`config.mk`:
```
export PLATFORM = sky130hd
export DESIGN_NAME = strided_byte_signature_scan_flat
export DESIGN_NICKNAME = d
export VERILOG_FILES = /design/src/sbss_pkg.sv /design/src/sbss_in_if.sv /design/src/sbss_out_if.sv /design/src/sbss_fifo.sv /design/src/sbss_front.sv /design/src/sbss_back.sv /design/src/strided_byte_signature_scan.sv /design/src/flat_wrapper.sv
export SDC_FILE = /design/constraint.sdc
export NUM_CORES = 2
export LEC_CHECK = 0
export BUFFER_PORTS_ARGS = -buffer_cell sky130_fd_sc_hd__buf_2
export CORE_UTILIZATION = 25
export CTS_CLUSTER_SIZE = 14
export DETAILED_ROUTE_END_ITERATION = 10
export SKIP_LAST_GASP = 1
export SLEW_MARGIN = 10
export SYNTH_ARGS = -nofsm -noshare
export SYNTH_HDL_FRONTEND = slang
export SYNTH_HIERARCHICAL = 1
export SYNTH_SLANG_ARGS = --single-unit
```
`constraint.sdc`:
```
create_clock -name clk_i -period 14.25 [get_ports clk_i]
set_input_delay 1.425 -clock clk_i [delete_from_list [all_inputs] [get_ports clk_i]]
set_output_delay 1.425 -clock clk_i [all_outputs]
set_load 0.01 [all_outputs]
```
`src/sbss_pkg.sv`:
```
`timescale 1ns / 1ps
`default_nettype none

package sbss_pkg;

  // fixed field widths
  localparam int unsigned AddrW    = 64;
  localparam int unsigned WordW    = 64;
  localparam int unsigned LenW     = 5;
  localparam int unsigned CapW     = 16;
  localparam int unsigned TotalW   = 13;
  localparam int unsigned WinBytes = 16;
  localparam int unsigned FillW    = 4;
  localparam int unsigned CfgIdxW  = 3;

  // input action codes
  localparam logic ACTION_BYTE = 1'b0;
  localparam logic ACTION_SCAN = 1'b1;

  // result kind codes
  localparam logic KIND_HIT  = 1'b0;
  localparam logic KIND_DONE = 1'b1;

  // status codes
  localparam logic STATUS_OK  = 1'b0;
  localparam logic STATUS_BAD = 1'b1;

  // configuration register indexes
  typedef enum logic [CfgIdxW-1:0] {
    REG_RANGE_START  = 3'd0,
    REG_RANGE_END    = 3'd1,
    REG_PATTERN_LOW  = 3'd2,
    REG_PATTERN_HIGH = 3'd3,
    REG_PATTERN_LEN  = 3'd4,
    REG_MAX_HITS     = 3'd5
  } cfg_reg_e;

  // outcome of a scan start, decided in the front
  typedef enum logic [1:0] {
    START_BAD  = 2'd0,
    START_NONE = 2'd1,
    START_RUN  = 2'd2
  } start_code_e;

  // one classified input beat
  typedef struct packed {
    logic              is_start;
    logic [7:0]        data;
    logic              readable;
    start_code_e       code;
    logic [CapW-1:0]   cap;
  } item_t;

  // live configuration seen by the back end
  typedef struct packed {
    logic [AddrW-1:0] range_start;
    logic [AddrW-1:0] range_end;
    logic [WordW-1:0] pattern_low;
    logic [WordW-1:0] pattern_high;
    logic [LenW-1:0]  pattern_len;
  } scan_cfg_t;

  // one result beat
  typedef struct packed {
    logic              kind;
    logic [AddrW-1:0]  hit_address;
    logic [WordW-1:0]  captured_low;
    logic [WordW-1:0]  captured_high;
    logic [TotalW-1:0] hit_total;
    logic              overflowed;
    logic              status;
    logic              last;
  } result_t;

endpackage

`default_nettype wire

```
`src/sbss_in_if.sv`:
```
`timescale 1ns / 1ps
`default_nettype none

interface sbss_in_if;
  logic       valid;
  logic       ready;
  logic       action;
  logic [7:0] data_byte;
  logic       readable;

  modport source (output valid, output action, output data_byte, output readable,
                  input ready);
  modport sink   (input valid, input action, input data_byte, input readable,
                  output ready);
endinterface

`default_nettype wire

```
`src/sbss_out_if.sv`:
```
`timescale 1ns / 1ps
`default_nettype none

interface sbss_out_if;
  logic        valid;
  logic        ready;
  logic        kind;
  logic [63:0] hit_address;
  logic [63:0] captured_low;
  logic [63:0] captured_high;
  logic [12:0] hit_total;
  logic        overflowed;
  logic        status;
  logic        last;

  modport source (output valid, output kind, output hit_address, output captured_low,
                  output captured_high, output hit_total, output overflowed,
                  output status, output last, input ready);
  modport sink   (input valid, input kind, input hit_address, input captured_low,
                  input captured_high, input hit_total, input overflowed,
                  input status, input last, output ready);
endinterface

`default_nettype wire

```
`src/sbss_fifo.sv`:
```
`timescale 1ns / 1ps
`default_nettype none

module sbss_fifo #(
  parameter int unsigned Width = 8,
  parameter int unsigned Depth = 4
) (
  input  wire logic             clk_i,
  input  wire logic             rst_ni,
  input  wire logic             push_i,
  input  wire logic [Width-1:0] wdata_i,
  input  wire logic             pop_i,
  output logic      [Width-1:0] rdata_o,
  output logic                  full_o,
  output logic                  empty_o
);

  localparam int unsigned PtrW = (Depth > 1) ? $clog2(Depth) : 1;
  localparam int unsigned CntW = $clog2(Depth + 1);

  logic [Width-1:0] mem_q [Depth];
  logic [PtrW-1:0]  wr_ptr_q, wr_ptr_d;
  logic [PtrW-1:0]  rd_ptr_q, rd_ptr_d;
  logic [CntW-1:0]  count_q, count_d;
  logic             do_push, do_pop;

  assign full_o  = (count_q == CntW'(Depth));
  assign empty_o = (count_q == '0);
  assign do_push = push_i && !full_o;
  assign do_pop  = pop_i && !empty_o;
  assign rdata_o = mem_q[rd_ptr_q];

  // pointer and fill count update
  always_comb begin
    wr_ptr_d = wr_ptr_q;
    rd_ptr_d = rd_ptr_q;
    count_d  = count_q;
    if (do_push) begin
      wr_ptr_d = (wr_ptr_q == PtrW'(Depth - 1)) ? '0 : wr_ptr_q + PtrW'(1);
    end
    if (do_pop) begin
      rd_ptr_d = (rd_ptr_q == PtrW'(Depth - 1)) ? '0 : rd_ptr_q + PtrW'(1);
    end
    if (do_push && !do_pop) begin
      count_d = count_q + CntW'(1);
    end else if (do_pop && !do_push) begin
      count_d = count_q - CntW'(1);
    end
  end

  always_ff @(posedge clk_i or negedge rst_ni) begin
    if (!rst_ni) begin
      wr_ptr_q <= '0;
      rd_ptr_q <= '0;
      count_q  <= '0;
    end else begin
      wr_ptr_q <= wr_ptr_d;
      rd_ptr_q <= rd_ptr_d;
      count_q  <= count_d;
    end
  end

  // storage
  always_ff @(posedge clk_i) begin
    if (do_push) begin
      mem_q[wr_ptr_q] <= wdata_i;
    end
  end

endmodule

`default_nettype wire

```
`src/sbss_front.sv`:
```
`timescale 1ns / 1ps
`default_nettype none

module sbss_front
  import sbss_pkg::*;
#(
  parameter int unsigned PatternMax  = 16,
  parameter int unsigned DefaultHits = 256,
  parameter int unsigned HardCap     = 4096
) (
  input  wire logic               clk_i,
  input  wire logic               rst_ni,
  input  wire logic               cfg_we_i,
  input  wire logic [CfgIdxW-1:0] cfg_idx_i,
  input  wire logic [WordW-1:0]   cfg_wdata_i,
  sbss_in_if.sink                 item_i,
  input  wire logic               queue_full_i,
  output logic                    push_o,
  output item_t                   item_o,
  output scan_cfg_t               cfg_o
);

  scan_cfg_t       cfg_q;
  logic [CapW-1:0] max_hits_q;
  logic [CapW-1:0] cap_req;
  logic [AddrW-1:0] span;
  start_code_e     code;

  // configuration registers
  always_ff @(posedge clk_i or negedge rst_ni) begin
    if (!rst_ni) begin
      cfg_q      <= '0;
      max_hits_q <= '0;
    end else if (cfg_we_i) begin
      unique case (cfg_idx_i)
        REG_RANGE_START:  cfg_q.range_start  <= cfg_wdata_i;
        REG_RANGE_END:    cfg_q.range_end    <= cfg_wdata_i;
        REG_PATTERN_LOW:  cfg_q.pattern_low  <= cfg_wdata_i;
        REG_PATTERN_HIGH: cfg_q.pattern_high <= cfg_wdata_i;
        REG_PATTERN_LEN:  cfg_q.pattern_len  <= cfg_wdata_i[LenW-1:0];
        REG_MAX_HITS:     max_hits_q         <= cfg_wdata_i[CapW-1:0];
        default: ;
      endcase
    end
  end

  // classify a scan start against the current configuration
  always_comb begin
    span = cfg_q.range_end - cfg_q.range_start;
    if (cfg_q.pattern_len == '0 || cfg_q.pattern_len > LenW'(PatternMax) ||
        cfg_q.range_end <= cfg_q.range_start) begin
      code = START_BAD;
    end else if (span < AddrW'(cfg_q.pattern_len)) begin
      code = START_NONE;
    end else begin
      code = START_RUN;
    end
    cap_req = (max_hits_q == '0) ? CapW'(DefaultHits) : max_hits_q;
    if (cap_req > CapW'(HardCap)) begin
      cap_req = CapW'(HardCap);
    end
  end

  // accept a beat whenever the queue has room
  assign item_i.ready     = !queue_full_i;
  assign push_o           = item_i.valid && !queue_full_i;
  assign item_o.is_start  = (item_i.action == ACTION_SCAN);
  assign item_o.data      = item_i.data_byte;
  assign item_o.readable  = item_i.readable;
  assign item_o.code      = code;
  assign item_o.cap       = cap_req;
  assign cfg_o            = cfg_q;

endmodule

`default_nettype wire

```
`src/sbss_back.sv`:
```
`timescale 1ns / 1ps
`default_nettype none

module sbss_back
  import sbss_pkg::*;
(
  input  wire logic      clk_i,
  input  wire logic      rst_ni,
  input  wire logic      queue_empty_i,
  input  item_t          item_i,
  input  scan_cfg_t      cfg_i,
  output logic           pop_o,
  input  wire logic      res_full_i,
  output logic           res_push_o,
  output result_t        res_o
);

  logic                   active_q, active_d;
  logic                   pend_q, pend_d;
  logic [FillW-1:0]       fill_q, fill_d;
  logic [WinBytes-1:0][7:0] win_q, win_d;
  logic                   all_rd_q, all_rd_d;
  logic [CapW-1:0]        hits_q, hits_d;
  logic [AddrW-1:0]       win_addr_q, win_addr_d;
  logic [AddrW-1:0]       rem_q, rem_d;
  logic [LenW-1:0]        len_q, len_d;
  logic [CapW-1:0]        cap_q, cap_d;
  logic [WinBytes-1:0][7:0] pat_q, pat_d;

  logic [WinBytes-1:0][7:0] win_new;
  logic                   rd_new;
  logic                   match;
  logic                   complete;
  logic                   last_win;
  logic [AddrW-1:0]       rem_next;

  // incoming byte merged into the window, parallel compare
  always_comb begin
    win_new = win_q;
    win_new[fill_q] = item_i.data;
    rd_new  = all_rd_q && item_i.readable;
    match   = rd_new;
    for (int i = 0; i < WinBytes; i++) begin
      if (LenW'(i) < len_q && win_new[i] != pat_q[i]) begin
        match = 1'b0;
      end
    end
    complete = ((LenW'(fill_q) + LenW'(1)) == len_q);
    rem_next = rem_q - AddrW'(1);
    last_win = (rem_next < AddrW'(len_q));
  end

  // scan sequencing
  always_comb begin
    active_d   = active_q;
    pend_d     = pend_q;
    fill_d     = fill_q;
    win_d      = win_q;
    all_rd_d   = all_rd_q;
    hits_d     = hits_q;
    win_addr_d = win_addr_q;
    rem_d      = rem_q;
    len_d      = len_q;
    cap_d      = cap_q;
    pat_d      = pat_q;
    pop_o      = 1'b0;
    res_push_o = 1'b0;
    res_o      = '0;
    res_o.kind = KIND_DONE;
    res_o.last = 1'b1;
    res_o.hit_total = hits_q[TotalW-1:0];

    if (!res_full_i) begin
      if (pend_q) begin
        // trailing summary after the last window's hit
        res_push_o = 1'b1;
        pend_d     = 1'b0;
      end else if (!queue_empty_i) begin
        pop_o = 1'b1;
        if (item_i.is_start) begin
          active_d   = 1'b0;
          fill_d     = '0;
          win_d      = '0;
          all_rd_d   = 1'b1;
          hits_d     = '0;
          win_addr_d = cfg_i.range_start;
          rem_d      = cfg_i.range_end - cfg_i.range_start;
          len_d      = cfg_i.pattern_len;
          cap_d      = item_i.cap;
          pat_d      = {cfg_i.pattern_high, cfg_i.pattern_low};
          res_o.hit_total = '0;
          unique case (item_i.code)
            START_BAD: begin
              res_push_o   = 1'b1;
              res_o.status = STATUS_BAD;
            end
            START_NONE: begin
              res_push_o = 1'b1;
            end
            START_RUN: begin
              active_d = 1'b1;
            end
            default: ;
          endcase
        end else if (active_q) begin
          rem_d = rem_next;
          if (complete) begin
            fill_d     = '0;
            win_d      = '0;
            all_rd_d   = 1'b1;
            win_addr_d = win_addr_q + AddrW'(len_q);
            if (match && hits_q >= cap_q) begin
              // limit reached: summary with overflow, scan stops
              res_push_o       = 1'b1;
              res_o.overflowed = 1'b1;
              active_d         = 1'b0;
            end else if (match) begin
              res_push_o          = 1'b1;
              res_o.kind          = KIND_HIT;
              res_o.last          = 1'b0;
              res_o.hit_address   = win_addr_q;
              res_o.captured_low  = win_new[7:0];
              res_o.captured_high = win_new[15:8];
              hits_d              = hits_q + CapW'(1);
              res_o.hit_total     = hits_d[TotalW-1:0];
              if (last_win) begin
                pend_d   = 1'b1;
                active_d = 1'b0;
              end
            end else if (last_win) begin
              res_push_o = 1'b1;
              active_d   = 1'b0;
            end
          end else begin
            fill_d   = fill_q + FillW'(1);
            win_d    = win_new;
            all_rd_d = rd_new;
          end
        end
      end
    end
  end

  always_ff @(posedge clk_i or negedge rst_ni) begin
    if (!rst_ni) begin
      active_q   <= 1'b0;
      pend_q     <= 1'b0;
      fill_q     <= '0;
      win_q      <= '0;
      all_rd_q   <= 1'b1;
      hits_q     <= '0;
      win_addr_q <= '0;
      rem_q      <= '0;
      len_q      <= '0;
      cap_q      <= '0;
      pat_q      <= '0;
    end else begin
      active_q   <= active_d;
      pend_q     <= pend_d;
      fill_q     <= fill_d;
      win_q      <= win_d;
      all_rd_q   <= all_rd_d;
      hits_q     <= hits_d;
      win_addr_q <= win_addr_d;
      rem_q      <= rem_d;
      len_q      <= len_d;
      cap_q      <= cap_d;
      pat_q      <= pat_d;
    end
  end

endmodule

`default_nettype wire

```
`src/strided_byte_signature_scan.sv`:
```
`timescale 1ns / 1ps
`default_nettype none

// Strided byte signature scan.
// Configuration: write range, signature, length and hit limit through the
// cfg_we_i / cfg_idx_i / cfg_wdata_i port while the block is idle; a scan
// start beat snapshots them.
// Input channel item_i: one beat per byte (action 0) or a scan start
// (action 1). Output channel result_o: hit records and at most one done
// summary per scan (none if a new start cuts it off), flagged with last.
// Throughput: one input beat per cycle while the output queue has room. A
// window that is both a hit and the last of the range produces two results,
// and the scan engine takes no input beat while it pushes the second one.
// Path: a beat is written into the input queue; the scan engine pops it and
// pushes the result it causes into the output queue, whose head drives
// result_o. The summary that follows a last-window hit is pushed after that hit.
// Stalls: when result_o is not ready the output queue fills, the scan engine
// holds, and the input queue absorbs up to QueueDepth beats before
// item_i.ready drops.
// Reset: all queues empty, no scan active, configuration registers zero.
module strided_byte_signature_scan
  import sbss_pkg::*;
#(
  parameter int unsigned PatternMax  = 16,
  parameter int unsigned DefaultHits = 256,
  parameter int unsigned HardCap     = 4096,
  parameter int unsigned QueueDepth  = 4,
  parameter int unsigned OutDepth    = 2
) (
  input  wire logic               clk_i,
  input  wire logic               rst_ni,
  input  wire logic               cfg_we_i,
  input  wire logic [CfgIdxW-1:0] cfg_idx_i,
  input  wire logic [WordW-1:0]   cfg_wdata_i,
  sbss_in_if.sink                 item_i,
  sbss_out_if.source              result_o
);

  item_t     item_push, item_head;
  scan_cfg_t cfg;
  logic      q_push, q_pop, q_full, q_empty;
  result_t   res_push_data, res_head;
  logic      res_push, res_full, res_empty;

  // front: config registers and beat classification
  sbss_front #(
    .PatternMax  (PatternMax),
    .DefaultHits (DefaultHits),
    .HardCap     (HardCap)
  ) u_front (
    .clk_i        (clk_i),
    .rst_ni       (rst_ni),
    .cfg_we_i     (cfg_we_i),
    .cfg_idx_i    (cfg_idx_i),
    .cfg_wdata_i  (cfg_wdata_i),
    .item_i       (item_i),
    .queue_full_i (q_full),
    .push_o       (q_push),
    .item_o       (item_push),
    .cfg_o        (cfg)
  );

  // queue between front and scan engine
  sbss_fifo #(
    .Width ($bits(item_t)),
    .Depth (QueueDepth)
  ) u_item_q (
    .clk_i   (clk_i),
    .rst_ni  (rst_ni),
    .push_i  (q_push),
    .wdata_i (item_push),
    .pop_i   (q_pop),
    .rdata_o (item_head),
    .full_o  (q_full),
    .empty_o (q_empty)
  );

  // back: window assembly, compare and result generation
  sbss_back u_back (
    .clk_i         (clk_i),
    .rst_ni        (rst_ni),
    .queue_empty_i (q_empty),
    .item_i        (item_head),
    .cfg_i         (cfg),
    .pop_o         (q_pop),
    .res_full_i    (res_full),
    .res_push_o    (res_push),
    .res_o         (res_push_data)
  );

  // output queue decouples the receiver
  sbss_fifo #(
    .Width ($bits(result_t)),
    .Depth (OutDepth)
  ) u_res_q (
    .clk_i   (clk_i),
    .rst_ni  (rst_ni),
    .push_i  (res_push),
    .wdata_i (res_push_data),
    .pop_i   (result_o.ready),
    .rdata_o (res_head),
    .full_o  (res_full),
    .empty_o (res_empty)
  );

  assign result_o.valid         = !res_empty;
  assign result_o.kind          = res_head.kind;
  assign result_o.hit_address   = res_head.hit_address;
  assign result_o.captured_low  = res_head.captured_low;
  assign result_o.captured_high = res_head.captured_high;
  assign result_o.hit_total     = res_head.hit_total;
  assign result_o.overflowed    = res_head.overflowed;
  assign result_o.status        = res_head.status;
  assign result_o.last          = res_head.last;

endmodule

`default_nettype wire

```
`src/flat_wrapper.sv`:
```
// flat-port wrapper written by rule: the top's interface ports become plain ports
module strided_byte_signature_scan_flat import sbss_pkg::*;
#(
  parameter int unsigned PatternMax  = 16,
  parameter int unsigned DefaultHits = 256,
  parameter int unsigned HardCap     = 4096,
  parameter int unsigned QueueDepth  = 4,
  parameter int unsigned OutDepth    = 2
)
  (clk_i, rst_ni, cfg_we_i, cfg_idx_i, cfg_wdata_i, item_i_valid, item_i_action, item_i_data_byte, item_i_readable, item_i_ready, result_o_valid, result_o_kind, result_o_hit_address, result_o_captured_low, result_o_captured_high, result_o_hit_total, result_o_overflowed, result_o_status, result_o_last, result_o_ready);
  sbss_in_if item_i_i ();
  sbss_out_if result_o_i ();
  input  wire logic clk_i;
  input  wire logic rst_ni;
  input  wire logic cfg_we_i;
  input  wire logic [CfgIdxW-1:0] cfg_idx_i;
  input  wire logic [WordW-1:0] cfg_wdata_i;
  input wire logic [$bits(item_i_i.valid)-1:0] item_i_valid;
  input wire logic [$bits(item_i_i.action)-1:0] item_i_action;
  input wire logic [$bits(item_i_i.data_byte)-1:0] item_i_data_byte;
  input wire logic [$bits(item_i_i.readable)-1:0] item_i_readable;
  output wire logic [$bits(item_i_i.ready)-1:0] item_i_ready;
  output wire logic [$bits(result_o_i.valid)-1:0] result_o_valid;
  output wire logic [$bits(result_o_i.kind)-1:0] result_o_kind;
  output wire logic [$bits(result_o_i.hit_address)-1:0] result_o_hit_address;
  output wire logic [$bits(result_o_i.captured_low)-1:0] result_o_captured_low;
  output wire logic [$bits(result_o_i.captured_high)-1:0] result_o_captured_high;
  output wire logic [$bits(result_o_i.hit_total)-1:0] result_o_hit_total;
  output wire logic [$bits(result_o_i.overflowed)-1:0] result_o_overflowed;
  output wire logic [$bits(result_o_i.status)-1:0] result_o_status;
  output wire logic [$bits(result_o_i.last)-1:0] result_o_last;
  input wire logic [$bits(result_o_i.ready)-1:0] result_o_ready;
  assign item_i_i.valid = item_i_valid;
  assign item_i_i.action = item_i_action;
  assign item_i_i.data_byte = item_i_data_byte;
  assign item_i_i.readable = item_i_readable;
  assign item_i_ready = item_i_i.ready;
  assign result_o_valid = result_o_i.valid;
  assign result_o_kind = result_o_i.kind;
  assign result_o_hit_address = result_o_i.hit_address;
  assign result_o_captured_low = result_o_i.captured_low;
  assign result_o_captured_high = result_o_i.captured_high;
  assign result_o_hit_total = result_o_i.hit_total;
  assign result_o_overflowed = result_o_i.overflowed;
  assign result_o_status = result_o_i.status;
  assign result_o_last = result_o_i.last;
  assign result_o_i.ready = result_o_ready;
  strided_byte_signature_scan #(.PatternMax(PatternMax), .DefaultHits(DefaultHits), .HardCap(HardCap), .QueueDepth(QueueDepth), .OutDepth(OutDepth)) u_core (.clk_i(clk_i), .rst_ni(rst_ni), .cfg_we_i(cfg_we_i), .cfg_idx_i(cfg_idx_i), .cfg_wdata_i(cfg_wdata_i), .item_i(item_i_i), .result_o(result_o_i));
endmodule
```
==> flow_summary.toml <==
[power_and_ir_drop]
p_switching_mw = 7.402
switching_share_pct = 44.73
power_density_nw_per_um2 = 224.4
peakVddDrop_mv = 0.1972
internal_power_mw = 9.145
p_seq_share_pct = 34.3
fin_total_pwr_mw = 16.55
p_comb_share_pct = 45.5
clkPwrFrac_pct = 20.3
p_leak_nw = 29.18

[layout]
area_growth_pct = 13.56
fillers = 26530
nets = 6546
drive_gt1_share_pct = 17.65
postLayoutCoreUtil_pct = 28.62

[sta]
tightest_slew_ns = 1.332
fin_crit_sh_pct = 56.95
min_period_ns = 8.116
holdWs_ns = 0.4148
grt_setup_unrepaired = "no"
max_freq_mhz = 123.2
fin_tns_setup_ns = 0
slew-limit-headroom_pct = 11.00
slew_violations = 0
final.setup_skew_ns = 0.06749
setup_viol = 0
final_hold_viol_count = 0
fin_ws_ns = 6.134

[global_route]
grt_pass1_wl_um = 344900
grt_pass1_vias = 48240
grt_max_degree = 172
antenna_found_initial = 39
grt_overflow = 0
gr-usage-all-layers_pct = 17.83

[route]
wl_um = 240700
wl_per_cell_um = 24.57
viasPerCell = 5.096
vias = 49910
drt-initial-drc-count = 5430
dr.pass1.iters = 8
drtAntennaViolNets = 0
route.detailed.drc = 0

[cts]
cts_tree = "built"
cts_root_buf = "clkbuf_16"
clockBufferDepth = 3
postCtsSetupRepairBufs = 0
clock-sinks = 1246
clock_latency_ns = 0.82
htreeDepth = 3
clk_pin_slew_ns = 0.06
cts_hold_buf = 0
post_cts_resized = 0
cts_buffers = 119

[setup_path]
critPathRequiredTime_ns = 14.66
ff2ff_setup_slack_ns = 6.13
slowest_delay_ns = 0.96
worstPathArrival_ns = 8.53
start_kind = "flip-flop"
cp_common_cell = "buf_4"
critPathMaxFanout = 57
slowest_stage = "mux4_2"
end_kind = "flip-flop"
path_cells = "buf_4 -> mux4_2 -> mux2i_1 -> xnor2_1 -> nor4_1 -> a21oi_1 -> o32ai_1 -> a41oi_1 -> nor4b_2 -> inv_1 -> a211o_1 -> a221oi_1 -> and3_4 -> buf_4 -> buf_4"
crit_type = "flip-flop to flip-flop"

[yosys]
synth_area_sq_um = 64930
ys_seq_area_share_pct = 52.11
synthFlopType = "dfrtp_1"
syn_area_per_cell_sq_um = 10.55
synth-edff-count = 530
ys_ff_latch = 1246
synth.distinct_cells = 108
synth_cells = 6153
synth_warnings = 6
async_flop_share_pct = 57.46

[hold_path]
hold_class = "flip-flop to flip-flop"

[die]
dieArea_sq_um = 261800
fp.dieH_um = 511.6
rows = 186
core_sq_um = 257600
start_util_pct = 25.20
pin_count = 293
die_w_um = 511.6

[placement]
preCtsSetupSlack_ns = 6.222
dp_hpwl_um = 180800
port_buffers = 292
place.gp.congestion = 0.9656

[run_status]
status = "finished clean"

[job]
maxCapViolCount = 0
## cell usage after synthesis, types with 13 or more instances
cell | n | area, sq um
a211oi_1 | 33 | 247.7
a21o_1 | 75 | 563.0
a21oi_1 | 346 | 1732
a221oi_1 | 39 | 341.6
a222oi_1 | 21 | 210.2
a31oi_1 | 58 | 362.9
and2_1 | 31 | 193.9
and3_1 | 46 | 287.8
and4_1 | 15 | 131.4
buf_2 | 18 | 90.09
buf_4 | 20 | 150.1
buf_6 | 44 | 495.5
clkbuf_1 | 255 | 957.2
dfrtp_1 | 715 | 17890
edfxtp_1 | 530 | 15920
ha_1 | 169 | 2115
inv_1 | 312 | 1171
mux2_2 | 431 | 4853
mux2i_1 | 110 | 1101
mux4_2 | 28 | 630.6
nand2_1 | 877 | 3292
nand2b_1 | 34 | 212.7
nand3_1 | 106 | 530.5
nand3b_1 | 17 | 127.6
nand4_1 | 89 | 556.8
nor2_1 | 371 | 1393
nor2_2 | 49 | 306.5
nor2b_1 | 24 | 150.1
nor3_1 | 111 | 555.5
nor4_1 | 57 | 356.6
o211ai_1 | 13 | 97.59
o21a_1 | 42 | 315.3
o21ai_0 | 395 | 1977
o21ai_1 | 31 | 155.2
o21bai_1 | 18 | 135.1
o22ai_1 | 67 | 419.2
o31ai_1 | 24 | 180.2
or3_1 | 26 | 162.7
or4_1 | 13 | 97.59
xnor2_1 | 136 | 1191
xor2_1 | 102 | 893.4
## logic make-up (layout without fill, tap and decap cells)
| family | Yosys count | count (layout) | share of synthesized area, % |
|---|---|---|---|
| adder cells (fa/ha/maj) | 173 | 173 | 3.380 |
| buffers and inverters | 663 | 904 | 4.494 |
| multiplexers | 577 | 577 | 10.30 |
| AND/OR/NAND/NOR | 1930 | 1930 | 13.74 |
| other | 1 | 16 | 0.005775 |
| AO/OA/AOI/OAI | 1325 | 1325 | 12.76 |
| flip-flops | 1246 | 1246 | 52.11 |
| XOR/XNOR | 238 | 238 | 3.210 |
## layer usage
metal	vias up	share of wire [%]	global-route usage, %
met4	32	5.2	8.443
met2	2048	44	26.82
met5	-	0.078	0
met3	412	8.1	3.907
met1	24970	43	24.20
li1	22440	-	-
## flip-flops by register name, indices dropped and copies added (netlist names), 2 cells and up
signal	count
u_core/u_res_q/count_q	2
u_core/u_item_q/mem_q	112
u_core/u_item_q/rd_ptr_q	2
u_core/u_back/win_addr_q	64
u_core/u_item_q/count_q	3
u_core/u_back/fill_q	4
u_core/u_back/win_q	128
u_core/u_back/cap_q	16
u_core/u_res_q/mem_q	418
u_core/u_back/pat_q	128
u_core/u_back/len_q	5
u_core/u_back/hits_q	16
u_core/u_front/max_hits_q	16
u_core/u_item_q/wr_ptr_q	2
u_core/u_back/rem_q	64
u_core/u_front/cfg_o	261
## worst max-delay path, delay by kind of cell (launching register included)
| kind | cells | cell delay (ns) |
|---|---|---|
| mux | 2 | 1.38 |
| compound gates | 5 | 1.90 |
| buf+inv | 4 | 1.93 |
| simple gates | 3 | 1.77 |
| xor+xnor | 1 | 0.12 |
| flops | 1 | 0.40 |
## power groups by stage
stage	Sequential [mW]	Combinational [mW]	Clock, mW
final	5.67	7.52	3.35
after floorplan	5.34	4.94	0
after global placement	5.67	7.32	0
after detailed placement	5.70	7.39	0
after CTS	5.64	7.43	3.41
after global routing	5.75	8.08	3.54
## stage by stage
step                cell area, sq um  cells
global placement               69580   9554
finish                         73730   9793
detailed placement             69580   9554
floorplan                      64940   6155
global route                   73710   9785
CTS                            73700   9780
## worst paths after layout
kind,to,cells after the start,startpoint
min in group asynchronous,u_core/u_back/win_addr_q[62],1,rst_ni
max,u_core/u_res_q/mem_q[1][86],15,u_core/u_item_q/rd_ptr_q[0]
max reg2reg,u_core/u_res_q/mem_q[1][86],15,u_core/u_item_q/rd_ptr_q[0]
min reg2reg,u_core/u_back/pat_q[45],2,u_core/u_front/cfg_o[114]
max in group asynchronous,u_core/u_front/cfg_o[61],4,rst_ni
min,u_core/u_back/pat_q[45],2,u_core/u_front/cfg_o[114]
## cells in the final DEF, fill, tap and decap left out, types with 34 or more instances in the layout
| master | count |
|---|---|
| ha_1 | 169 |
| a31oi_1 | 58 |
| o22ai_1 | 67 |
| clkbuf_16 | 120 |
| nor4_1 | 57 |
| a21oi_1 | 345 |
| xor2_1 | 102 |
| a221oi_1 | 39 |
| nor3_1 | 110 |
| nand4_1 | 89 |
| nor2_2 | 50 |
| mux2_2 | 431 |
| o21a_1 | 42 |
| buf_4 | 67 |
| a21o_1 | 75 |
| edfxtp_1 | 530 |
| buf_2 | 291 |
| xnor2_1 | 136 |
| mux2i_1 | 110 |
| inv_1 | 312 |
| dfrtp_1 | 713 |
| nand3_1 | 105 |
| and3_1 | 45 |
| o21ai_0 | 395 |
| nand2_1 | 875 |
| nor2_1 | 367 |
| nand2b_1 | 34 |
## final cells by class
type	instances	area, sq um	area share [%]
flip-flops and latches	1246	33840	45.89
multi-input cells	4246	28290	38.37
well taps	3384	4234	5.742
clock buffers	161	3298	4.473
repair buffers	362	2034	2.759
inverters	316	1187	1.610
clock inverters	65	820.8	1.113
diodes	13	32.53	0.04412
Note: power is estimated with default switching activity, not from simulation.
